==> src/design/box_filter_mipmap_downsampler_unit_defines.svh <==
// ----------------------------------------------------------------------------
// Assertion macros for the box filter mipmap downsampler
// Concurrent checks sampled on clk, disabled while rst_n is low.
// ----------------------------------------------------------------------------
`ifndef BOX_FILTER_MIPMAP_DOWNSAMPLER_UNIT_DEFINES_SVH
`define BOX_FILTER_MIPMAP_DOWNSAMPLER_UNIT_DEFINES_SVH

`ifndef NO_ASSERTIONS
`define BFMD_ASSERT(lbl, prop) \
    lbl: assert property (@(posedge clk) disable iff (!rst_n) prop) \
        else $error("bfmd assertion failed");
`define BFMD_NEVER(lbl, expr) \
    lbl: assert property (@(posedge clk) disable iff (!rst_n) !(expr)) \
        else $error("bfmd forbidden condition");
`else
`define BFMD_ASSERT(lbl, prop)
`define BFMD_NEVER(lbl, expr)
`endif

`endif

==> src/design/bfmd_pkg.sv <==
// ----------------------------------------------------------------------------
// bfmd_pkg
// Shared constants, types and helpers of the box filter mipmap downsampler.
// ----------------------------------------------------------------------------
package bfmd_pkg;

    localparam int MAX_WIDTH  = 256;
    localparam int MAX_HEIGHT = 256;
    localparam int MAX_SHIFT  = 8;
    localparam int NUM_COLS   = MAX_WIDTH / 2;

    localparam int PIX_W   = 8;
    localparam int DIM_W   = 9;
    localparam int POS_W   = 8;
    localparam int SHIFT_W = 4;
    localparam int COL_W   = $clog2(NUM_COLS);
    localparam int SUM_W   = 24;
    localparam int CFG_W   = 9;
    localparam int CFG_AW  = 2;

    localparam int NUM_LANES = 3;
    localparam int IN_W      = NUM_LANES * PIX_W;
    localparam int OUT_W     = 40;

    // output queue depth, power of two
    localparam int FIFO_DEPTH = 4;
    localparam int FIFO_AW    = $clog2(FIFO_DEPTH);

    typedef enum logic [CFG_AW-1:0] {
        CFG_WIDTH  = 2'd0,
        CFG_HEIGHT = 2'd1,
        CFG_SHIFT  = 2'd2
    } cfg_idx_t;

    typedef struct packed {
        logic [DIM_W-1:0]   width;
        logic [DIM_W-1:0]   height;
        logic [SHIFT_W-1:0] shift;
    } cfg_t;

    typedef struct packed {
        logic             valid;      // accepted pixel inside a whole block
        logic             first;      // top-left pixel of its block
        logic             last;       // bottom-right pixel, produces output
        logic [COL_W-1:0] col;        // block column
        logic [COL_W-1:0] row;        // block row
        logic             frame_last;
    } ctrl_t;

    typedef struct packed {
        logic             frame_last;
        logic [COL_W-1:0] row;
        logic [COL_W-1:0] col;
        logic [PIX_W-1:0] avg_blue;
        logic [PIX_W-1:0] avg_green;
        logic [PIX_W-1:0] avg_red;
    } out_t;

    function automatic logic [POS_W-1:0] side_mask(input logic [SHIFT_W-1:0] sh);
        logic [POS_W:0] one_hot;
        one_hot = (POS_W+1)'(1) << sh;
        return POS_W'(one_hot - (POS_W+1)'(1));
    endfunction

endpackage

==> src/design/bfmd_merge.sv <==
// ----------------------------------------------------------------------------
// bfmd_merge
// Joins the three lane means with the block position and queues the result
// pixels for the output stream; derives input ready from queue credit.
// ----------------------------------------------------------------------------
`include "box_filter_mipmap_downsampler_unit_defines.svh"

module bfmd_merge (
    input  logic                    clk,
    input  logic                    rst_n,
    input  bfmd_pkg::ctrl_t         ctrl,
    input  logic [bfmd_pkg::PIX_W-1:0] avg_red,
    input  logic [bfmd_pkg::PIX_W-1:0] avg_green,
    input  logic [bfmd_pkg::PIX_W-1:0] avg_blue,
    input  logic                    out_ready,
    output logic                    out_valid,
    output bfmd_pkg::out_t          out_item,
    output logic                    in_ready
);
    import bfmd_pkg::*;

    logic             e1_reg, e2_reg;
    logic [COL_W-1:0] col1_reg, col2_reg;
    logic [COL_W-1:0] row1_reg, row2_reg;
    logic             fl1_reg, fl2_reg;

    out_t               fifo [FIFO_DEPTH];
    logic [FIFO_AW-1:0] wr_ptr_reg, rd_ptr_reg;
    logic [FIFO_AW:0]   count_reg, count_next;
    logic [FIFO_AW+1:0] occupancy;

    logic push, pop;
    out_t entry;

    assign push = e2_reg;
    assign pop  = out_valid && out_ready;

    always_comb
    begin
        entry.frame_last = fl2_reg;
        entry.row        = row2_reg;
        entry.col        = col2_reg;
        entry.avg_blue   = avg_blue;
        entry.avg_green  = avg_green;
        entry.avg_red    = avg_red;
    end

    // results still in the lanes hold a slot in advance
    assign occupancy = (FIFO_AW+2)'(count_reg) + (FIFO_AW+2)'(e1_reg)
                     + (FIFO_AW+2)'(e2_reg);
    assign in_ready  = occupancy < (FIFO_AW+2)'(FIFO_DEPTH);

    assign out_valid = count_reg != '0;
    assign out_item  = fifo[rd_ptr_reg];

    always_comb
    begin
        count_next = count_reg;
        case ({push, pop})
            2'b10:   count_next = count_reg + (FIFO_AW+1)'(1);
            2'b01:   count_next = count_reg - (FIFO_AW+1)'(1);
            default: count_next = count_reg;
        endcase
    end

    always_ff @(posedge clk or negedge rst_n)
    begin
        if (!rst_n)
        begin
            e1_reg     <= 1'b0;
            e2_reg     <= 1'b0;
            wr_ptr_reg <= '0;
            rd_ptr_reg <= '0;
            count_reg  <= '0;
        end
        else
        begin
            e1_reg    <= ctrl.valid && ctrl.last;
            e2_reg    <= e1_reg;
            count_reg <= count_next;
            if (push)
            begin
                wr_ptr_reg <= wr_ptr_reg + FIFO_AW'(1);
            end
            if (pop)
            begin
                rd_ptr_reg <= rd_ptr_reg + FIFO_AW'(1);
            end
        end
    end

    always_ff @(posedge clk)
    begin
        col1_reg <= ctrl.col;
        row1_reg <= ctrl.row;
        fl1_reg  <= ctrl.frame_last;
        col2_reg <= col1_reg;
        row2_reg <= row1_reg;
        fl2_reg  <= fl1_reg;
        if (push)
        begin
            fifo[wr_ptr_reg] <= entry;
        end
    end

    `BFMD_ASSERT(a_credit_bound, occupancy <= (FIFO_AW+2)'(FIFO_DEPTH))
    `BFMD_NEVER(a_no_overflow, push && !pop && (count_reg == (FIFO_AW+1)'(FIFO_DEPTH)))
    `BFMD_ASSERT(a_emit_has_credit, (ctrl.valid && ctrl.last) |-> in_ready)
    `BFMD_ASSERT(a_empty_stays, (count_reg == '0 && !e2_reg) |=> !out_valid)

endmodule

==> config.mk <==
export PLATFORM = sky130hd
export DESIGN_NAME = bfmd_merge
export DESIGN_NICKNAME = d
export VERILOG_FILES = /design/src/design/bfmd_pkg.sv /design/src/design/bfmd_merge.sv
export VERILOG_INCLUDE_DIRS = /design/src /design/src/design
export SDC_FILE = /design/constraint.sdc
export NUM_CORES = 1
export LEC_CHECK = 0
export BUFFER_PORTS_ARGS = -buffer_cell sky130_fd_sc_hd__buf_2
export CAP_MARGIN = 25
export CORE_MARGIN = 4
export CORE_UTILIZATION = 29
export CTS_CLUSTER_DIAMETER = 40
export DETAILED_ROUTE_END_ITERATION = 8
export GPL_TIMING_DRIVEN = 0
export REMOVE_ABC_BUFFERS = 1
export SKIP_LAST_GASP = 1
export SLEW_MARGIN = 20
export SYNTH_ARGS = -nofsm -noshare
export SYNTH_HDL_FRONTEND = slang
export SYNTH_SLANG_ARGS = --single-unit
==> constraint.sdc <==
create_clock -name clk -period 2.2 [get_ports clk]
set_input_delay 0.33 -clock clk [delete_from_list [all_inputs] [get_ports clk]]
set_output_delay 0.33 -clock clk [all_outputs]
set_load 0.005 [all_outputs]
==> metrics.md <==
| Metric | Value |
|---|---|
| Grt total ovfl | 0 |
| Result of the run | finished clean |
| DRC violations left | 0 |
| Syn. warnings | 0 |
| Largest Register | fifo |
| Max Buffers Root-to-Sink | 2 |
| Wl on met1 | about 5.0 mm |
| Layout area overhead | 23.0% |
| HPWL Detailed | just under 7 mm |
| Synth Instances | 277 |
| Seq pwr share | 46.2% |
| Internal power | 7.21 mW |
| Row cnt | 55 |
| Worst vdd ir | between 500 and 600 uV |
| Initial antenna violation count | 0 |
| Vias per cell | 4.12 |
| Synth Flop Type | edfxtp_1 |
| Die W | 161 um |
| Crit. End Element | output port |
| LEAKAGE | 2.90 nW |
| WP data arrival | 1.83 ns |
| Worst Hold Class | in -> reg |
| Post-synth top area cell | edfxtp_1 |
| CTS tree | built |
| Placer Congestion | between 0.6 and 0.7 |
| Placeable Area | 22800 sq um |
| Nets | between 400 and 500 |
| DR top layer | met4 |
| Gate power share | 24.9% |
| Post-synth top area share | 69.3% |
| Synth cell count leaders | edfxtp_1 (156), mux4_2 (38), dfxtp_1 (30) |
| Synth unique cells | 21 |
| Clk root buf | clkbuf_16 |
| CP Launch Type | flop |
| Metal2 WL | 6.13 mm |
| Fmax | 463 MHz |
| Post-route antenna net violation count | 0 |
| DRT Wirelength | 11.8 mm |
| Post-Syn Area | around 6800 sq um |
| Setup TNS | 0 ns |
| Max Cap Violations | 0 |
| RSZ-0062 raised after global routing | true |
| Worst Path Max Fanout | 12 |
| Sequential area share after synthesis | between 80% and 90% |
| Final setup viols | 0 |
| Ant. Diodes | 0 |
| Top post-synthesis cells by area | edfxtp_1 (69%), mux4_2 (13%), dfxtp_1 (8.9%) |
| Die height | 161 um |
| CP required | 1.87 ns |
| Area of the die | 25800 sq um |
| Number of H-tree levels | 4 |
| First-pass GRT wire length | between 15 and 20 mm |
| Number of synthesized register bits | 195 |
| Post-layout minimum cycle time | 2.16 ns |
| Vias in the first global route | ~3300 |
| Tot Pwr | 9.90 mW |
| Setup CP Type | reg -> out |
| Least-Margin Pin Slew | 0.655 ns |
| Via count | 2966 |
| Top Ports | 86 |
| PD cells | roughly 1200 nW/um^2 |
| Clock share of power | 28.9% |
| Clock skew | 0.00620 ns |
| DRT Pass-1 Iters | 4 |
| Max_slew headroom | 56.3% |
| Worst hold slack | 0.107 ns |
| Fillcell total | 2075 |
| Max-slew violations | 0 |
| Avg Inst Size Synth | between 20 and 25 sq um |
| Tcrit/Tclk final | between 90% and 100% |
| Sw frac | between 20% and 30% |
| Net Sw Power | 2.69 mW |
| CTS clk-pin slew, worst paths | 0.07 ns |
| Asr flop ratio synth | under 10% |
| GR Util All Layers | under 10% |
| Starting density of the core | 29.7% |
| Post-synth EDFFs | 156 |
| Share of layout cells above drive strength 1 | approximately two fifths |
| Endpoints failing hold | 0 |
| Iteration-0 DRC Markers | 131 |
| Metal3 WL | around 460 um |
| Maximum number of pins on one net before global-route repair | 40 |
| Clock Latency Late Sink | 0.42 ns |
| Wire length per cell after detailed routing | 16.4 um |
| CTS sink cnt | slightly below 200 |
| Cell with the most instances after synthesis | edfxtp_1 |
| Max reg flops | 156 |
| TritonCTS Buffers | 17 |
| Port-buffer cells | 84 |
==> metal layers <==
| metal | vias to the layer above | global-route usage [%] |
|---|---|---|
| met2 | 64 | 15.9 |
| met3 | 16 | 2.80 |
| met5 | - | 0 |
| met4 | 0 | 4.46 |
| li1 | 1353 | - |
| met1 | 1533 | 11.2 |
==> metrics by stage <==
step	area, sq um	worst slack (ns)	utilization (%)	cells
floorplan	6650	-0.508	-	268
global placement	7460	-1.39	32.7	665
detailed placement	7510	0.111	33.0	667
CTS	8250	-0.0256	36.2	716
global route	8310	-0.0449	36.5	720
finish	8310	0.0395	36.5	720
==> power by group through the flow <==
| stage | clock, mW | sequential [mW] | combinational (mW) |
|---|---|---|---|
| after floorplan | 0 | 4.82 | 1.16 |
| after global placement | 0 | 5.00 | 1.89 |
| after detailed placement | 0 | 4.81 | 2.17 |
| after CTS | 2.98 | 4.62 | 2.34 |
| after global routing | 3.11 | 4.61 | 2.73 |
| final | 2.86 | 4.57 | 2.47 |
==> cells by family (layout without fill, tap and decap cells) <==
logic type | Yosys count | after routing | synth area share [%]
AOI/OAI and AO/OA | 3 | 3 | 0.278
xor gates and xnor gates | 6 | 6 | 0.777
adders and majority gates | 7 | 7 | 1.41
buffers and inverters | 15 | 145 | 1.98
DFF | 195 | 195 | 81.5
muxes | 40 | 40 | 13.2
and+or+nand+nor | 11 | 11 | 0.833
==> timing repair <==
item / in CTS / in global routing
gates cloned: 0 / 1
resized for setup: 1 / 1
endpoints found under the hold margin: 24 / 0
hold buffers: 16 / 0
buffers inserted: 1 / 3
setup endpoints to repair: 38 / 18
==> final timing paths <==
| kind | slack (ns) | depth (start not counted) | from | end |
|---|---|---|---|---|
| worst max register to register | 0.33 | 7 | count_reg[0] | count_reg[2] |
| worst min register to register | 0.33 | 0 | fl1_reg | fl2_reg |
| min in group asynchronous | 0.28 | 2 | rst_n | e1_reg |
| worst min-delay path | 0.11 | 2 | ctrl[15] | e1_reg |
| max in group asynchronous | 1.70 | 2 | rst_n | rd_ptr_reg[0] |
| worst max-delay path | 0.04 | 3 | rd_ptr_reg[0] | out_item[38] |
==> critical path: stages (launching register included) <==
cell	delay, ns
dfrtp_4	0.49
buf_16	0.18
mux4_1	0.58
buf_2	0.15
==> placed cells by master (no fill, tap or decap), drive strengths merged, types with 2 or more instances in the layout <==
master / count
dfrtp: 9
clkbuf: 18
edfxtp: 156
mux4: 39
xnor2: 2
nand2: 2
xor2: 4
and2: 5
buf: 90
inv: 13
nor2: 3
dfxtp: 30
dlygate4sd3: 16
clkinv: 8
ha: 6
==> final cells by class <==
cell class | instances | area [sq um] | area share (%)
Clock buffer | 17 | 425 | 5.12
Clock inverter | 15 | 124 | 1.49
Inverter | 6 | 22.5 | 0.271
Multi-Input combinational cell | 67 | 1120 | 13.5
Sequential cell | 195 | 5520 | 66.4
Tap cell | 313 | 392 | 4.71
Timing Repair Buffer | 107 | 708 | 8.52
(Power assumes the default switching activity.)
