**config.mk**
```make
export PLATFORM = sky130hd
export DESIGN_NAME = bfmd_lane
export DESIGN_NICKNAME = d
export VERILOG_FILES = /design/src/design/box_filter_mipmap_downsampler_unit_defines.svh /design/src/design/bfmd_pkg.sv /design/src/design/bfmd_lane.sv
export SDC_FILE = /design/constraint.sdc
export NUM_CORES = 2
export LEC_CHECK = 0
export CORE_AREA = 2 2 546 412
export CTS_CLUSTER_SIZE = 25
export DETAILED_ROUTE_END_ITERATION = 10
export DIE_AREA = 0 0 548 414
export DONT_BUFFER_PORTS = 1
export HOLD_SLACK_MARGIN = 0.03
export PLACE_DENSITY = 0.68
export SYNTH_ARGS = -nofsm -noshare
export SYNTH_HDL_FRONTEND = slang
export SYNTH_SLANG_ARGS = --single-unit
```
**constraint.sdc**
```tcl
create_clock -name clk -period 10.2 [get_ports clk]
set_input_delay 1.02 -clock clk [delete_from_list [all_inputs] [get_ports clk]]
set_output_delay 1.02 -clock clk [all_outputs]
set_load 0.005 [all_outputs]
```
**src/design/box_filter_mipmap_downsampler_unit_defines.svh**
```systemverilog
// ----------------------------------------------------------------------------
// Assertion macros for the box filter mipmap downsampler
// Concurrent checks sampled on clk, disabled while rst_n is low.
// ----------------------------------------------------------------------------
`ifndef BOX_FILTER_MIPMAP_DOWNSAMPLER_UNIT_DEFINES_SVH
`define BOX_FILTER_MIPMAP_DOWNSAMPLER_UNIT_DEFINES_SVH

`ifndef NO_ASSERTIONS
`define BFMD_ASSERT(lbl, prop) \
    lbl: assert property (@(posedge clk) disable iff (!rst_n) prop) \
        else $error("bfmd assertion failed");
`define BFMD_NEVER(lbl, expr) \
    lbl: assert property (@(posedge clk) disable iff (!rst_n) !(expr)) \
        else $error("bfmd forbidden condition");
`else
`define BFMD_ASSERT(lbl, prop)
`define BFMD_NEVER(lbl, expr)
`endif

`endif

```
**src/design/bfmd_pkg.sv**
```systemverilog
// ----------------------------------------------------------------------------
// bfmd_pkg
// Shared constants, types and helpers of the box filter mipmap downsampler.
// ----------------------------------------------------------------------------
package bfmd_pkg;

    localparam int MAX_WIDTH  = 256;
    localparam int MAX_HEIGHT = 256;
    localparam int MAX_SHIFT  = 8;
    localparam int NUM_COLS   = MAX_WIDTH / 2;

    localparam int PIX_W   = 8;
    localparam int DIM_W   = 9;
    localparam int POS_W   = 8;
    localparam int SHIFT_W = 4;
    localparam int COL_W   = $clog2(NUM_COLS);
    localparam int SUM_W   = 24;
    localparam int CFG_W   = 9;
    localparam int CFG_AW  = 2;

    localparam int NUM_LANES = 3;
    localparam int IN_W      = NUM_LANES * PIX_W;
    localparam int OUT_W     = 40;

    // output queue depth, power of two
    localparam int FIFO_DEPTH = 4;
    localparam int FIFO_AW    = $clog2(FIFO_DEPTH);

    typedef enum logic [CFG_AW-1:0] {
        CFG_WIDTH  = 2'd0,
        CFG_HEIGHT = 2'd1,
        CFG_SHIFT  = 2'd2
    } cfg_idx_t;

    typedef struct packed {
        logic [DIM_W-1:0]   width;
        logic [DIM_W-1:0]   height;
        logic [SHIFT_W-1:0] shift;
    } cfg_t;

    typedef struct packed {
        logic             valid;      // accepted pixel inside a whole block
        logic             first;      // top-left pixel of its block
        logic             last;       // bottom-right pixel, produces output
        logic [COL_W-1:0] col;        // block column
        logic [COL_W-1:0] row;        // block row
        logic             frame_last;
    } ctrl_t;

    typedef struct packed {
        logic             frame_last;
        logic [COL_W-1:0] row;
        logic [COL_W-1:0] col;
        logic [PIX_W-1:0] avg_blue;
        logic [PIX_W-1:0] avg_green;
        logic [PIX_W-1:0] avg_red;
    } out_t;

    function automatic logic [POS_W-1:0] side_mask(input logic [SHIFT_W-1:0] sh);
        logic [POS_W:0] one_hot;
        one_hot = (POS_W+1)'(1) << sh;
        return POS_W'(one_hot - (POS_W+1)'(1));
    endfunction

endpackage

```
**src/design/bfmd_lane.sv**
```systemverilog
// ----------------------------------------------------------------------------
// bfmd_lane
// One color channel: column sum memory, read-modify-write with bypass, and
// the final mean shift.
// ----------------------------------------------------------------------------
module bfmd_lane (
    input  logic                      clk,
    input  logic                      rst_n,
    input  bfmd_pkg::ctrl_t           ctrl,
    input  logic [bfmd_pkg::PIX_W-1:0]   pix,
    input  logic [bfmd_pkg::SHIFT_W-1:0] shift,
    output logic [bfmd_pkg::PIX_W-1:0]   avg
);
    import bfmd_pkg::*;

    logic [SUM_W-1:0] mem [NUM_COLS];
    logic [SUM_W-1:0] rdata_reg;

    logic             v1_reg;
    logic             first1_reg;
    logic             last1_reg;
    logic [COL_W-1:0] addr1_reg;
    logic [PIX_W-1:0] pix1_reg;

    // record of the write issued last cycle, not yet visible in rdata_reg
    logic             wr_v_reg;
    logic [COL_W-1:0] wr_addr_reg;
    logic [SUM_W-1:0] wr_data_reg;

    logic [SUM_W-1:0] base;
    logic [SUM_W-1:0] sum;
    logic [SUM_W-1:0] shifted;
    logic [PIX_W-1:0] avg_reg, avg_next;

    always_comb
    begin
        base     = (wr_v_reg && (wr_addr_reg == addr1_reg)) ? wr_data_reg : rdata_reg;
        sum      = first1_reg ? SUM_W'(pix1_reg) : base + SUM_W'(pix1_reg);
        shifted  = sum >> {shift, 1'b0};
        avg_next = shifted[PIX_W-1:0];
    end

    always_ff @(posedge clk)
    begin
        if (ctrl.valid)
        begin
            rdata_reg <= mem[ctrl.col];
        end
        if (v1_reg)
        begin
            mem[addr1_reg] <= sum;
        end
    end

    always_ff @(posedge clk or negedge rst_n)
    begin
        if (!rst_n)
        begin
            v1_reg   <= 1'b0;
            wr_v_reg <= 1'b0;
        end
        else
        begin
            v1_reg   <= ctrl.valid;
            wr_v_reg <= v1_reg;
        end
    end

    always_ff @(posedge clk)
    begin
        first1_reg  <= ctrl.first;
        last1_reg   <= ctrl.last;
        addr1_reg   <= ctrl.col;
        pix1_reg    <= pix;
        wr_addr_reg <= addr1_reg;
        wr_data_reg <= sum;
        if (v1_reg && last1_reg)
        begin
            avg_reg <= avg_next;
        end
    end

    assign avg = avg_reg;

endmodule

```
==> reports/results.env <==
STATUS='complete, no violations'
HOLD-PATH-CELL-COUNT=0
R2R_SETUP_SLACK_PS=3420
TIMING.CRITICAL_PATH.CELLS='xnor2_1, nand4_1, nor2_2, buf_4, nand2_1, nand2_1, ha_1, a21o_1, a31o_2, o211ai_1, a21boi_1, xor2_1, mux2i_1, nor2_4, buf_4'
GRT_OVERFLOW_TOTAL=0
SYNTH-ADDER-AREA-SHARE_PCT=0.09909
SYNTHMUXAREASHARE_PCT=19.33
WORST-ENDPOINT-ARRIVAL_PS=7260
SWITCHING_SHARE_PCT=21.34
TIMING.CRITICAL_PATH.FROM_TYPE='flop'
GRT_PASS1_VIAS=54160
SETUP.WORST_PATH.END_CLASS='flop'
CLK_PIN_SLEW_WORST_PATHS_PS=60
SYNTH_XOR_AREA_SHARE_PCT=0.2312
PEAK_PER_STAGE_DELAY_ON_THE_CRITICAL_PATH_PS=950
CORE_AREA_UM2=221700
HOLD_VIOL=0
MAX_SLEW.WORST_PIN.SLEW_PS=1354
P_COMB_SHARE_PCT=6.2
SYNTH-COMPOUND-AREA-SHARE_PCT=0.5182
NETLIST-CELL-TYPE-COUNT=64
CTS.REPAIR.RESIZED=0
SEQ_AREA_FRAC_SYNTH_PCT=77.73
CRITICAL_PATH_CELL_COUNT=15
WORST-R2R-CELL-COUNT=15
SYNTHCELLS=4948
ANTENNA_FOUND_INITIAL=24
SYNTH_NETS=4989
TOTALWIRELENGTH_UM=296300
IO_BUFFERS=0
GRT_MAX_DEGREE=770
INTERNAL_POWER_mW=21.34
SYNTH_TOP_AREA_SHARE_PCT=76.90
CTS_TREE='built'
FLOW.AREA_GROWTH_FROM_SYNTHESIS_PCT=11.53
YS_FF_LATCH=3154
TOTAL_NETS_FINAL=5122
MAX_FREQ_GHz=0.1475
LARGEST_REG_FLOPS=3072
YOSYS.AREA.TOP_TYPE='sky130_fd_sc_hd__edfxtp_1'
FLOORPLAN.ROWS=150
SLEW_HEADROOM_PCT=9.745
POSTSYNTH.TOPFLOPCELL='sky130_fd_sc_hd__edfxtp_1'
TIMING.RR.START='addr1_reg[2]$_DFF_P_'
TIMING.FINAL.MAX_SLEW_VIOLATIONS=0
CLKLATENCYLATEPIN_PS=850
SYNTH-SIMPLE-AREA-SHARE_PCT=1.176
CP.REQUIRED_PS=10680
AREA_ENCLOSED_BY_THE_DIE_BOUNDARY_UM2=226900
DRV_CAP=0
MINIMUM_CLOCK_PERIOD_AFTER_LAYOUT_PS=6780
CRITICAL_PATH_PEAK_FANOUT=81
PWR-SHARE-CLK_PCT=39.7
LAYOUT_WORST_PATH_CYCLE_SHARE_PCT=66.47
SETUP_REPAIR_AFTER_GLOBAL_ROUTING_MISSED_ITS_MARGIN='false'
CTS_NUM_SINKS=3154
CTS-ROOT-TO-SINK-BUFFERS=4
DRIVE_GT1_SHARE_PCT=32.07
CLK_ROOT_BUFFER_CELL='sky130_fd_sc_hd__clkbuf_16'
POSTCTSSETUPBUFFERS=0
SETUP.WORST_PATH.END='mem[104][9]$_DFFE_PP_'
YS_WARN_COUNT=0
FINAL_ANTENNA_NET_COUNT=0
DETAILEDPLACE.WORSTSLACK_PS=3629
DETAIL_ROUTE.VIAS_PER_CELL=6.739
SETUP_TNS_PS=0
CRITPATHLAUNCH='addr1_reg[2]$_DFF_P_'
GRT_USAGE_PCT=26.30
DR_TOTAL_VIAS=55690
GRT_PASS1_WL_UM=418300
SHARE_SEQ_OF_TOTAL_POWER_PCT=54.1
ROUTED_WIRE_LENGTH_PER_INSTANCE_UM=35.85
HOLD_BUFFERS_POST_CTS=1
INITIAL_CORE_UTIL_PCT=54.69
DRT_PRE_ANTENNA_ITERS=5
CTS_MADE_BUFFERS=293
CTS-HTREE-LEVELS=5
PATH_DELAY_FAMILY='compound AO/OA/AOI/OAI gates'
SYNTHESIS.AREA_PER_INSTANCE_UM2=24.50
SYNTH-EDFF-COUNT=3104
WORST_SLACK_SETUP_FINAL_PS=3420
POST_SYNTH_MAIN_AREA_CONTRIBUTORS='sky130_fd_sc_hd__edfxtp_1 77%, sky130_fd_sc_hd__mux4_2 19%, sky130_fd_sc_hd__dfxtp_1 0.79%'
DIE_H_UM=414
SETUP.WORST_PATH.CLASS='reg2reg'
POWER.NET_SWITCHING_mW=5.790
HPWLAFTERDP_UM=151500
DRT_FIRST_ITER_VIOLATIONS=8932
DIE_W_UM=548
DR_DRC_COUNT=0
WORSTHOLDPATHTYPE='in2reg'
VDD_DROP_MAX_V=0.0001463
IOPINCOUNT=40
POWER_DENSITY_CELLS_nW_PER_UM2=200.7
FINALWEIGHTEDCONGESTION=0.8675
MAIN_COMBINATIONAL_CELL_FAMILY_BY_AREA_AFTER_SYNTHESIS='multiplexers'
WORSTPATHBUFFERINVERTERCOUNT=2
RR_ENDPOINT='mem[104][9]$_DFFE_PP_'
P_LEAK_nW=41.34
ASYNC_FLOP_SHARE_PCT=0.06341
SETUP_VIOL=0
SLOWEST_STAGE='sky130_fd_sc_hd__o211ai_1'
POST_SYNTH_INSTANCE_AREA_UM2=121200
SKEW_PS=46.95
-- area by class of cell --
type                            instances  area, um2
Sequential cell                      3154      94220
Fill cell                           14610      86460
Multi-Input combinational cell       1521      26980
Clock buffer                          369       7870
Tap cell                             2964       3709
Clock inverter                        139       1388
Timing Repair Buffer                  102      968.4
Inverter                                9      38.79
Antenna cell                            6      15.01
-- kinds of logic (layout without fill, tap and decap cells) --
| logic type | Yosys count | in the layout |
|---|---|---|
| mux | 1070 | 1070 |
| flops | 3154 | 3154 |
| buf+inv | 273 | 619 |
| other cells | 0 | 6 |
| compound gates | 91 | 91 |
| fa+ha+maj | 9 | 9 |
| xor+xnor | 32 | 32 |
| simple gates | 319 | 319 |
-- how the worst min path moves through the flow --
stage	to	startpoint	slack, ps
floorplan	wr_addr_reg[3]$_DFF_P_	addr1_reg[3]$_DFF_P_	330
global placement	wr_addr_reg[6]$_DFF_P_	addr1_reg[6]$_DFF_P_	460
detailed placement	wr_addr_reg[6]$_DFF_P_	addr1_reg[6]$_DFF_P_	470
CTS	last1_reg$_DFF_P_	ctrl[15]	150
global route	last1_reg$_DFF_P_	ctrl[15]	170
finish	first1_reg$_DFF_P_	ctrl[16]	200
-- power by group through the flow --
stage | clock (mW) | sequential (mW) | combinational, mW
floorplan | 0 | 15.0 | 1.03
global placement | 0 | 14.9 | 1.44
detailed placement | 0 | 15.0 | 1.49
CTS | 10.9 | 14.7 | 1.50
global route | 11.4 | 14.7 | 1.76
finish | 10.8 | 14.7 | 1.67
-- layout by cell type (no fill, tap or decap), types with 5 or more instances in the layout --
cell type                    instances
sky130_fd_sc_hd__xnor2_1            19
sky130_fd_sc_hd__nor2_4            126
sky130_fd_sc_hd__o21ai_4             5
sky130_fd_sc_hd__and2_4              5
sky130_fd_sc_hd__dfxtp_1            47
sky130_fd_sc_hd__nor4_1              5
sky130_fd_sc_hd__nand2_1            67
sky130_fd_sc_hd__a21oi_1            17
sky130_fd_sc_hd__and4_1              9
sky130_fd_sc_hd__edfxtp_1         3104
sky130_fd_sc_hd__bufinv_16          27
sky130_fd_sc_hd__and2_1              6
sky130_fd_sc_hd__nand4_1            16
sky130_fd_sc_hd__clkinvlp_4          5
sky130_fd_sc_hd__nor3_2              9
sky130_fd_sc_hd__inv_1               5
sky130_fd_sc_hd__clkbuf_16         303
sky130_fd_sc_hd__buf_16             10
sky130_fd_sc_hd__buf_4              91
sky130_fd_sc_hd__diode_2             6
sky130_fd_sc_hd__o211ai_1            9
sky130_fd_sc_hd__clkinv_2           38
sky130_fd_sc_hd__nor2_1             23
sky130_fd_sc_hd__nand3_1            14
sky130_fd_sc_hd__ha_1                8
sky130_fd_sc_hd__clkinv_1           58
sky130_fd_sc_hd__mux2i_1            24
sky130_fd_sc_hd__mux2_2             31
sky130_fd_sc_hd__nor2b_1             7
sky130_fd_sc_hd__inv_6               6
sky130_fd_sc_hd__mux4_2           1013
sky130_fd_sc_hd__xor2_1             13
sky130_fd_sc_hd__clkbuf_1           62
sky130_fd_sc_hd__o21ai_0            11
sky130_fd_sc_hd__nor3_1              8
sky130_fd_sc_hd__a211oi_1            7
-- routing by layer --
| metal | track usage, % | vias to the layer above | routed length (um) |
|---|---|---|---|
| met2 | 37.40 | 3152 | 132400 |
| met4 | 6.567 | 10 | 7422 |
| met3 | 5.825 | 400 | 34390 |
| li1 | - | 21740 | - |
| met1 | 41.94 | 30390 | 122000 |
| met5 | 0 | - | 72 |
-- through the flow --
step	instances	hold slack (ps)	utilization (%)	cell area, um2	total power [mW]
after floorplan	4948	329.0	-	121200	16.04
final	8264	201.1	60.99	135200	27.13
after detailed placement	7739	465.9	56.68	125600	16.45
after global placement	7739	456.8	56.68	125600	16.39
after CTS	8248	150.1	60.86	134900	27.07
after global routing	8259	166.4	60.99	135200	27.84
-- Yosys cell counts (all sizes together) (8+ instances only) --
cell,instances
nand3,18
nor3,17
mux2,33
clkbuf,185
mux4,1013
and4,9
nor2,153
and2,11
o211ai,9
xor2,13
o21ai,17
xnor2,19
nand4,16
buf,79
a21oi,17
edfxtp,3104
dfxtp,48
nand2,70
ha,8
mux2i,24
inv,8
(Power assumes the default switching activity.)
