===== src/design/box_filter_mipmap_downsampler_unit_defines.svh =====
// ----------------------------------------------------------------------------
// Assertion macros for the box filter mipmap downsampler
// Concurrent checks sampled on clk, disabled while rst_n is low.
// ----------------------------------------------------------------------------
`ifndef BOX_FILTER_MIPMAP_DOWNSAMPLER_UNIT_DEFINES_SVH
`define BOX_FILTER_MIPMAP_DOWNSAMPLER_UNIT_DEFINES_SVH

`ifndef NO_ASSERTIONS
`define BFMD_ASSERT(lbl, prop) \
    lbl: assert property (@(posedge clk) disable iff (!rst_n) prop) \
        else $error("bfmd assertion failed");
`define BFMD_NEVER(lbl, expr) \
    lbl: assert property (@(posedge clk) disable iff (!rst_n) !(expr)) \
        else $error("bfmd forbidden condition");
`else
`define BFMD_ASSERT(lbl, prop)
`define BFMD_NEVER(lbl, expr)
`endif

`endif


===== src/design/bfmd_pkg.sv =====
// ----------------------------------------------------------------------------
// bfmd_pkg
// Shared constants, types and helpers of the box filter mipmap downsampler.
// ----------------------------------------------------------------------------
package bfmd_pkg;

    localparam int MAX_WIDTH  = 256;
    localparam int MAX_HEIGHT = 256;
    localparam int MAX_SHIFT  = 8;
    localparam int NUM_COLS   = MAX_WIDTH / 2;

    localparam int PIX_W   = 8;
    localparam int DIM_W   = 9;
    localparam int POS_W   = 8;
    localparam int SHIFT_W = 4;
    localparam int COL_W   = $clog2(NUM_COLS);
    localparam int SUM_W   = 24;
    localparam int CFG_W   = 9;
    localparam int CFG_AW  = 2;

    localparam int NUM_LANES = 3;
    localparam int IN_W      = NUM_LANES * PIX_W;
    localparam int OUT_W     = 40;

    // output queue depth, power of two
    localparam int FIFO_DEPTH = 4;
    localparam int FIFO_AW    = $clog2(FIFO_DEPTH);

    typedef enum logic [CFG_AW-1:0] {
        CFG_WIDTH  = 2'd0,
        CFG_HEIGHT = 2'd1,
        CFG_SHIFT  = 2'd2
    } cfg_idx_t;

    typedef struct packed {
        logic [DIM_W-1:0]   width;
        logic [DIM_W-1:0]   height;
        logic [SHIFT_W-1:0] shift;
    } cfg_t;

    typedef struct packed {
        logic             valid;      // accepted pixel inside a whole block
        logic             first;      // top-left pixel of its block
        logic             last;       // bottom-right pixel, produces output
        logic [COL_W-1:0] col;        // block column
        logic [COL_W-1:0] row;        // block row
        logic             frame_last;
    } ctrl_t;

    typedef struct packed {
        logic             frame_last;
        logic [COL_W-1:0] row;
        logic [COL_W-1:0] col;
        logic [PIX_W-1:0] avg_blue;
        logic [PIX_W-1:0] avg_green;
        logic [PIX_W-1:0] avg_red;
    } out_t;

    function automatic logic [POS_W-1:0] side_mask(input logic [SHIFT_W-1:0] sh);
        logic [POS_W:0] one_hot;
        one_hot = (POS_W+1)'(1) << sh;
        return POS_W'(one_hot - (POS_W+1)'(1));
    endfunction

endpackage


===== src/design/bfmd_pos.sv =====
// ----------------------------------------------------------------------------
// bfmd_pos
// Raster position tracker; classifies each accepted pixel within its block.
// ----------------------------------------------------------------------------
module bfmd_pos (
    input  logic           clk,
    input  logic           rst_n,
    input  bfmd_pkg::cfg_t cfg,
    input  logic           restart,
    input  logic           accept,
    output bfmd_pkg::ctrl_t ctrl
);
    import bfmd_pkg::*;

    logic [POS_W-1:0] col_reg, col_next;
    logic [POS_W-1:0] row_reg, row_next;

    logic [POS_W-1:0] mask;
    logic [POS_W-1:0] bx, by;
    logic [DIM_W-1:0] blocks_x, blocks_y;
    logic [DIM_W-1:0] col_inc, row_inc;
    logic             in_range;

    always_comb
    begin
        mask     = side_mask(cfg.shift);
        bx       = col_reg >> cfg.shift;
        by       = row_reg >> cfg.shift;
        blocks_x = cfg.width >> cfg.shift;
        blocks_y = cfg.height >> cfg.shift;
        in_range = ({1'b0, bx} < blocks_x) && ({1'b0, by} < blocks_y);

        ctrl.valid      = accept && in_range;
        ctrl.first      = ((col_reg & mask) == '0) && ((row_reg & mask) == '0);
        ctrl.last       = ((col_reg & mask) == mask) && ((row_reg & mask) == mask);
        ctrl.col        = bx[COL_W-1:0];
        ctrl.row        = by[COL_W-1:0];
        ctrl.frame_last = ({1'b0, bx} == blocks_x - DIM_W'(1))
                       && ({1'b0, by} == blocks_y - DIM_W'(1));
    end

    always_comb
    begin
        col_inc  = {1'b0, col_reg} + DIM_W'(1);
        row_inc  = {1'b0, row_reg} + DIM_W'(1);
        col_next = col_reg;
        row_next = row_reg;
        if (restart)
        begin
            col_next = '0;
            row_next = '0;
        end
        else if (accept)
        begin
            if (col_inc >= cfg.width)
            begin
                col_next = '0;
                row_next = (row_inc >= cfg.height) ? '0 : row_inc[POS_W-1:0];
            end
            else
            begin
                col_next = col_inc[POS_W-1:0];
            end
        end
    end

    always_ff @(posedge clk or negedge rst_n)
    begin
        if (!rst_n)
        begin
            col_reg <= '0;
            row_reg <= '0;
        end
        else
        begin
            col_reg <= col_next;
            row_reg <= row_next;
        end
    end

endmodule


===== config.mk =====
export PLATFORM = sky130hd
export DESIGN_NAME = bfmd_pos
export DESIGN_NICKNAME = d
export VERILOG_FILES = /design/src/design/box_filter_mipmap_downsampler_unit_defines.svh /design/src/design/bfmd_pkg.sv /design/src/design/bfmd_pos.sv
export SDC_FILE = /design/constraint.sdc
export NUM_CORES = 1
export LEC_CHECK = 0
export BUFFER_PORTS_ARGS = -buffer_cell sky130_fd_sc_hd__buf_2
export CAP_MARGIN = 25
export CORE_ASPECT_RATIO = 1.5
export CORE_MARGIN = 10
export CORE_UTILIZATION = 50
export CTS_CLUSTER_DIAMETER = 60
export DETAILED_ROUTE_END_ITERATION = 8
export PLACE_DENSITY_LB_ADDON = 0.05
export SYNTH_ARGS = -nofsm -noshare
export SYNTH_HDL_FRONTEND = slang
export SYNTH_SLANG_ARGS = --single-unit

===== constraint.sdc =====
create_clock -name clk -period 4.7 [get_ports clk]
set_clock_uncertainty 0.2 [all_clocks]
set_input_delay 0.235 -clock clk [delete_from_list [all_inputs] [get_ports clk]]
set_output_delay 0.235 -clock clk [all_outputs]
set_load 0.01 [all_outputs]

==> results of run 1 <==
[per-stage QoR]
step	cells	total power [W]	cell area [sq um]	hold WS, ns
after floorplan	462	0.000399	3560	-0.261
after global placement	558	0.000481	3770	-0.0395
after detailed placement	558	0.000486	3770	-0.0345
after CTS	563	0.000611	3840	0.226
after global routing	563	0.000652	3840	0.257
final	563	0.000608	3840	0.226
[layout make-up]
cell class                 count  area share (%)
sequential                    16            10.4
inverter                      32            3.13
multi-input combinational    382            75.2
tap                           78            2.54
timing repair buffer          51            7.23
clock buffer                   4            1.43
[cells in the mapped netlist (all sizes together), types with 4 or more instances]
cell,n
nand2,46
ha,39
inv,31
o21ai,29
nor2,25
mux2,23
clkbuf,22
xnor2,19
a21oi,17
mux2i,17
dfrtp,16
nand2b,15
nand3,14
and3,11
xor2,11
buf,10
a22oi,9
o21a,9
nor2b,8
nor3,7
a21o,6
nor4,5
a222oi,4
mux4,4
o22ai,4
o2bb2ai,4
[logic make-up (layout without fill, tap and decap cells)]
group / Yosys count / after routing / share of synthesized area, %
adder cells (fa/ha/maj): 39 / 39 / 13.7
flip-flops: 16 / 16 / 11.3
multiplexers: 44 / 44 / 14.9
XOR/XNOR: 30 / 30 / 7.38
AO/OA/AOI/OAI: 117 / 117 / 22.7
AND/OR/NAND/NOR: 152 / 152 / 22.5
buffers and inverters: 64 / 87 / 7.56
[worst paths after layout]
path	startpoint	end	slack [ns]	cells past startpoint
min reg2reg	col_reg[1]$_DFFE_PN0P_	col_reg[1]$_DFFE_PN0P_	0.46	2
max reg2reg	col_reg[0]$_DFFE_PN0P_	row_reg[0]$_DFFE_PN0P_	1.56	10
max in group asynchronous	rst_n	col_reg[5]$_DFFE_PN0P_	3.81	2
min	rst_n	row_reg[2]$_DFFE_PN0P_	0.23	2
min in group clk	accept	col_reg[7]$_DFFE_PN0P_	0.28	4
max	cfg[0]	ctrl[17]	0.61	16
[what timing repair did]
item	CTS	global route
setup endpoints to repair	0	0
hold buffers	1	0
hold endpoints to repair	16	0
gates resized for setup	0	0
[per-layer routing]
| layer | GRT usage (%) | vias to the layer above | wire (microns) |
|---|---|---|---|
| li1 | - | 1735 | - |
| met1 | 22.1 | 1657 | 4380 |
| met2 | 35.1 | 82 | 5390 |
| met3 | 1.45 | 18 | 459 |
| met4 | 5.78 | 0 | 264 |
| met5 | 0 | - | 0 |
[cells in the final DEF, fill, tap and decap left out, types with 11 or more instances in the layout]
cell type and count:
o21ai_0 28, nand2b_1 15, dfrtp_1 16, mux2_2 20
ha_1 39, nand2_1 46, xnor2_1 19, buf_2 43
nand3_1 14, xor2_1 11, mux2i_1 17, inv_1 31
and3_1 11, a21oi_1 17, nor2_1 23
[report_power, final]
part | switching [W] | total (W) | leakage (nW) | internal, W
sequential | 0.0000208 | 0.000165 | 0.219 | 0.000145
clock | 0.0000472 | 0.000121 | 0.0288 | 0.0000743
combinational | 0.000174 | 0.000321 | 1.61 | 0.000147
total | 0.000241 | 0.000608 | 1.86 | 0.000366
==> flow_summary.yaml, run 1 <==
timing:
  slew_headroom_pct: 20.9
  fmax_mhz: 244
  setup_viol: 0
  min_period_ns: 4.09
  min_period_over_period_pct: 87.1
  setup_tns_ns: 0
  final_max_slew_viol_count: 0
  fin_ws_ns: 0.606
  rsz0062_at_grt: "no"
  tightest_slew_ns: 1.19
  final-hold-violation-count: 0
grt:
  antenna_found_initial: 0
  grt_pass1_wl_microns: 17100
  grt_pass1_vias: 3439
  track_usage_pct: 18.9
  grt_max_degree: 27
  grt_overflow: 0
yosys:
  synth_top_area_share_pct: 13.7
  netlist-cell-type-count: 67
  synth_top_area_cell: "ha_1"
  synth_flop_cell: "dfrtp_1"
  ys_seq_elements: 16
  syn_area_per_cell_sq_um: 7.70
  synth_nets: 527
  async_reset_ff_share_pct: 100
  yosysWarnings: 0
  synth-seq-area-share_pct: 11.3
  synth_cells: 462
  synth_area_sq_um: 3560
  synth_edf_count: 0
  yosys-top-cells-area: "ha_1, dfrtp_1, mux2_2"
setup_path:
  critical-path-top-delay-family: "buffers and inverters"
  critPathRequiredTime_ns: 4.26
  cp_cell_sequence: "buf_2, buf_4, buf_4, mux2i_1, mux4_2, nor2_2, ha_1, nor2b_1, o21a_1, o21a_1, o21a_1, o21a_1, o21ai_0, nand2b_1, a311oi_1, buf_2"
  cp-end-kind: "primary output"
  cp_common_cell: "o21a_1"
  cp_max_fo: 20
  arrival_ns: 3.66
  start_kind: "input port"
  cp_num_buf_inv: 4
  slowest_stage: "mux4_2"
  cpPeakStageDelay_ns: 0.50
  crit_type: "in -> out"
floorplanning:
  start_util_pct: 51.6
  rows: 37
  die_w_microns: 88.9
  top_level_ports: 44
  dieArea_sq_um: 11000
  die_h_microns: 123
  coreArea_sq_um: 6900
routing:
  drtIter0Drc: 225
  dr.pass1.iters: 4
  vias: 3492
  routed_wl_microns: 10500
  route.detailed.drc: 0
  avgRoutedWirePerCell_microns: 18.6
  routed_via_density: 6.20
  drtAntennaViolNets: 0
clock_network:
  root_buffer: "clkbuf_8"
  clockBufferDepth: 2
  clk_pin_slew_ns: 0.06
  numClockSinks: 16
  clk_latency_ns: 0.25
  h-tree-depth: 1
  cts_tree: "done"
  cts_setup_buffers: 0
  numCtsBuffers: 3
power:
  p_per_area_nw_per_um2: 158
  ir_drop_mv: 0.227
  power.leakage_nw: 1.86
placement:
  gp_congestion: 0.873
  pre_cts_ws_ns: 0.636
  io_buffer_count: 43
  dp_hpwl_microns: 8570
cells_and_area:
  fillCellCount: 681
  seq_area_sq_um: 400
  multi_input_area_sq_um: 2890
  antenna_cells: 0
  area_delta_synth_final_pct: 7.91
  nets: 551
  layout-drive-gt1-share_pct: 19.0
  post-route-util_pct: 55.7
run:
  maxCapViolations: 0
outcome:
  outcome: "complete, no violations"
worst_hold_path:
  min_path_type: "in -> async"
Power figures use the tool's default switching activity.
==> inputs of run 2 (changes only) <==
--- a/config.mk
+++ b/config.mk
@@ -13,6 +13,7 @@
 export CTS_CLUSTER_DIAMETER = 60
 export DETAILED_ROUTE_END_ITERATION = 8
 export PLACE_DENSITY_LB_ADDON = 0.05
+export RECOVER_POWER = 50
 export SYNTH_ARGS = -nofsm -noshare
 export SYNTH_HDL_FRONTEND = slang
 export SYNTH_SLANG_ARGS = --single-unit
==> run 2 against run 1 <==
Against the previous run:
- first-iteration DRC count fell by 14%
- cell area fell by 0.29%
- register-to-register slack barely moved
- die area did not move
- core utilization fell by 0.16 points
- clock power barely moved
- combinational power barely moved
- flip-flop and latch count did not move
- critical path type unchanged
- largest power group unchanged
==> flow_summary.yaml, run 2 (synthesized netlist as in run 1, its figures left out) <==
outcome:
  outcome: "complete, no violations"
cells_and_area:
  layout_commonest_cell: "nand2_1"
  design_area_sq_um: 3830
  fillCellCount: 687
  nets: 551
  post-route-util_pct: 55.5
  layout-drive-gt1-share_pct: 17.5
  area_delta_synth_final_pct: 7.59
  final_cells: 563
  mostFrequentLayoutCells: "nand2_1, ha_1, buf_2"
  antenna_cells: 0
placement:
  post_dp_cell_area_sq_um: 3770
  dp_cells: 558
  gp_congestion: 0.873
  dp_hpwl_microns: 8570
  io_buffer_count: 43
timing:
  final_max_slew_viol_count: 0
  tightest_slew_ns: 1.21
  final-hold-violation-count: 0
  min_period_ns: 4.32
  min_period_over_period_pct: 91.9
  slew_headroom_pct: 19.6
  setup_tns_ns: 0
  setup_viol: 0
  fmax_mhz: 232
  rsz0062_at_grt: "no"
grt:
  track_usage_pct: 18.9
  grt_pass1_vias: 3439
  grt_overflow: 0
  grt_max_degree: 27
  grt_pass1_wl_microns: 17100
  antenna_found_initial: 0
setup_path:
  critPathRequiredTime_ns: 4.26
  arrival_ns: 3.88
  cp-end-kind: "primary output"
  cp_cell_sequence: "buf_2, buf_4, clkbuf_1, mux2i_1, mux4_2, nor2_2, ha_1, nor2b_1, o21a_1, o21a_1, o21a_1, o21a_1, o21ai_0, nand2b_1, a311oi_1, buf_2"
  cpPeakStageDelay_ns: 0.50
  cp_common_cell: "o21a_1"
  slowest_stage: "mux4_2"
  start_kind: "input port"
  crit_type: "in -> out"
  cp_max_fo: 20
power:
  p_per_area_nw_per_um2: 159
  ir_drop_mv: 0.227
  power.leakage_nw: 1.83
routing:
  routed_wl_microns: 10500
  routed_via_density: 6.23
  dr.pass1.iters: 5
  drtIter0Drc: 193
  route.detailed.drc: 0
  drtAntennaViolNets: 0
  avgRoutedWirePerCell_microns: 18.7
  vias: 3508
clock_network:
  cts_tree: "done"
  clockBufferDepth: 2
  hold_buffers: 1
  clk_latency_ns: 0.25
  numClockSinks: 16
  numCtsBuffers: 3
  root_buffer: "clkbuf_8"
  cts_setup_buffers: 0
  ctsResizeCount: 0
  h-tree-depth: 1
  clk_pin_slew_ns: 0.06
worst_hold_path:
  min_path_type: "in -> reg"
floorplanning:
  die_w_microns: 88.9
  dieArea_sq_um: 11000
  rows: 37
  top_level_ports: 44
  coreArea_sq_um: 6900
  start_util_pct: 51.6
  die_h_microns: 123
run:
  maxCapViolations: 0
-- run 2: cell count changes in the layout (fill, tap and decap cells not counted) --
cell and change:
buf_4 -1, buf_2 -6, clkbuf_1 +7, and2_1 -1, and2_0 +1
-- run 2: worst max-delay path: cells and delay by family --
| kind | cells | cell delay (ns) |
|---|---|---|
| multiplexers | 2 | 0.68 |
| AO/OA/AOI/OAI | 6 | 1.08 |
| AND/OR/NAND/NOR | 3 | 0.39 |
| buffers and inverters | 4 | 1.24 |
| adder cells (fa/ha/maj) | 1 | 0.25 |
-- run 2: power by group --
group | switching [W] | internal (W) | total (W)
Combinational | 0.000173 | 0.000146 | 0.000320
Sequential | 0.0000208 | 0.000145 | 0.000166
Clock | 0.0000474 | 0.0000744 | 0.000122
-- run 2: final cells by class --
| type | count | area (sq um) | share of cell area [%] |
|---|---|---|---|
| Clock buffer | 4 | 55.1 | 1.44 |
| Inverter | 32 | 120 | 3.14 |
| Multi-Input combinational cell | 382 | 2890 | 75.5 |
| Sequential cell | 16 | 400 | 10.5 |
| Tap cell | 78 | 97.6 | 2.55 |
| Timing Repair Buffer | 51 | 267 | 6.96 |
-- run 2: final timing paths --
| kind | start | slack (ns) | end | depth (start not counted) |
|---|---|---|---|---|
| max | cfg[0] | 0.38 | ctrl[17] | 16 |
| min | accept | 0.29 | col_reg[7]$_DFFE_PN0P_ | 4 |
| max reg2reg | row_reg[0]$_DFFE_PN0P_ | 1.55 | row_reg[3]$_DFFE_PN0P_ | 10 |
| min reg2reg | col_reg[1]$_DFFE_PN0P_ | 0.47 | col_reg[1]$_DFFE_PN0P_ | 2 |
| max in group asynchronous | rst_n | 3.35 | col_reg[5]$_DFFE_PN0P_ | 2 |
| min in group asynchronous | rst_n | 0.41 | row_reg[2]$_DFFE_PN0P_ | 2 |
-- run 2: through the flow --
step / hold WS [ns] / worst slack, ns / total power [W]
finish: 0.286 / 0.381 / 0.000607
global route: 0.304 / 0.217 / 0.000652
CTS: 0.226 / 0.636 / 0.000611
detailed placement: -0.0345 / 0.636 / 0.000486
global placement: -0.0395 / 0.692 / 0.000481
floorplan: -0.261 / 1.15 / 0.000399
-- run 2: metal layers --
metal / global-route usage, % / up-vias / share of wire (%)
li1: - / 1735 / -
met1: 22.1 / 1643 / 41
met2: 35.1 / 113 / 52
met3: 1.45 / 17 / 4.8
met4: 5.78 / 0 / 2.0
met5: 0 / - / 0
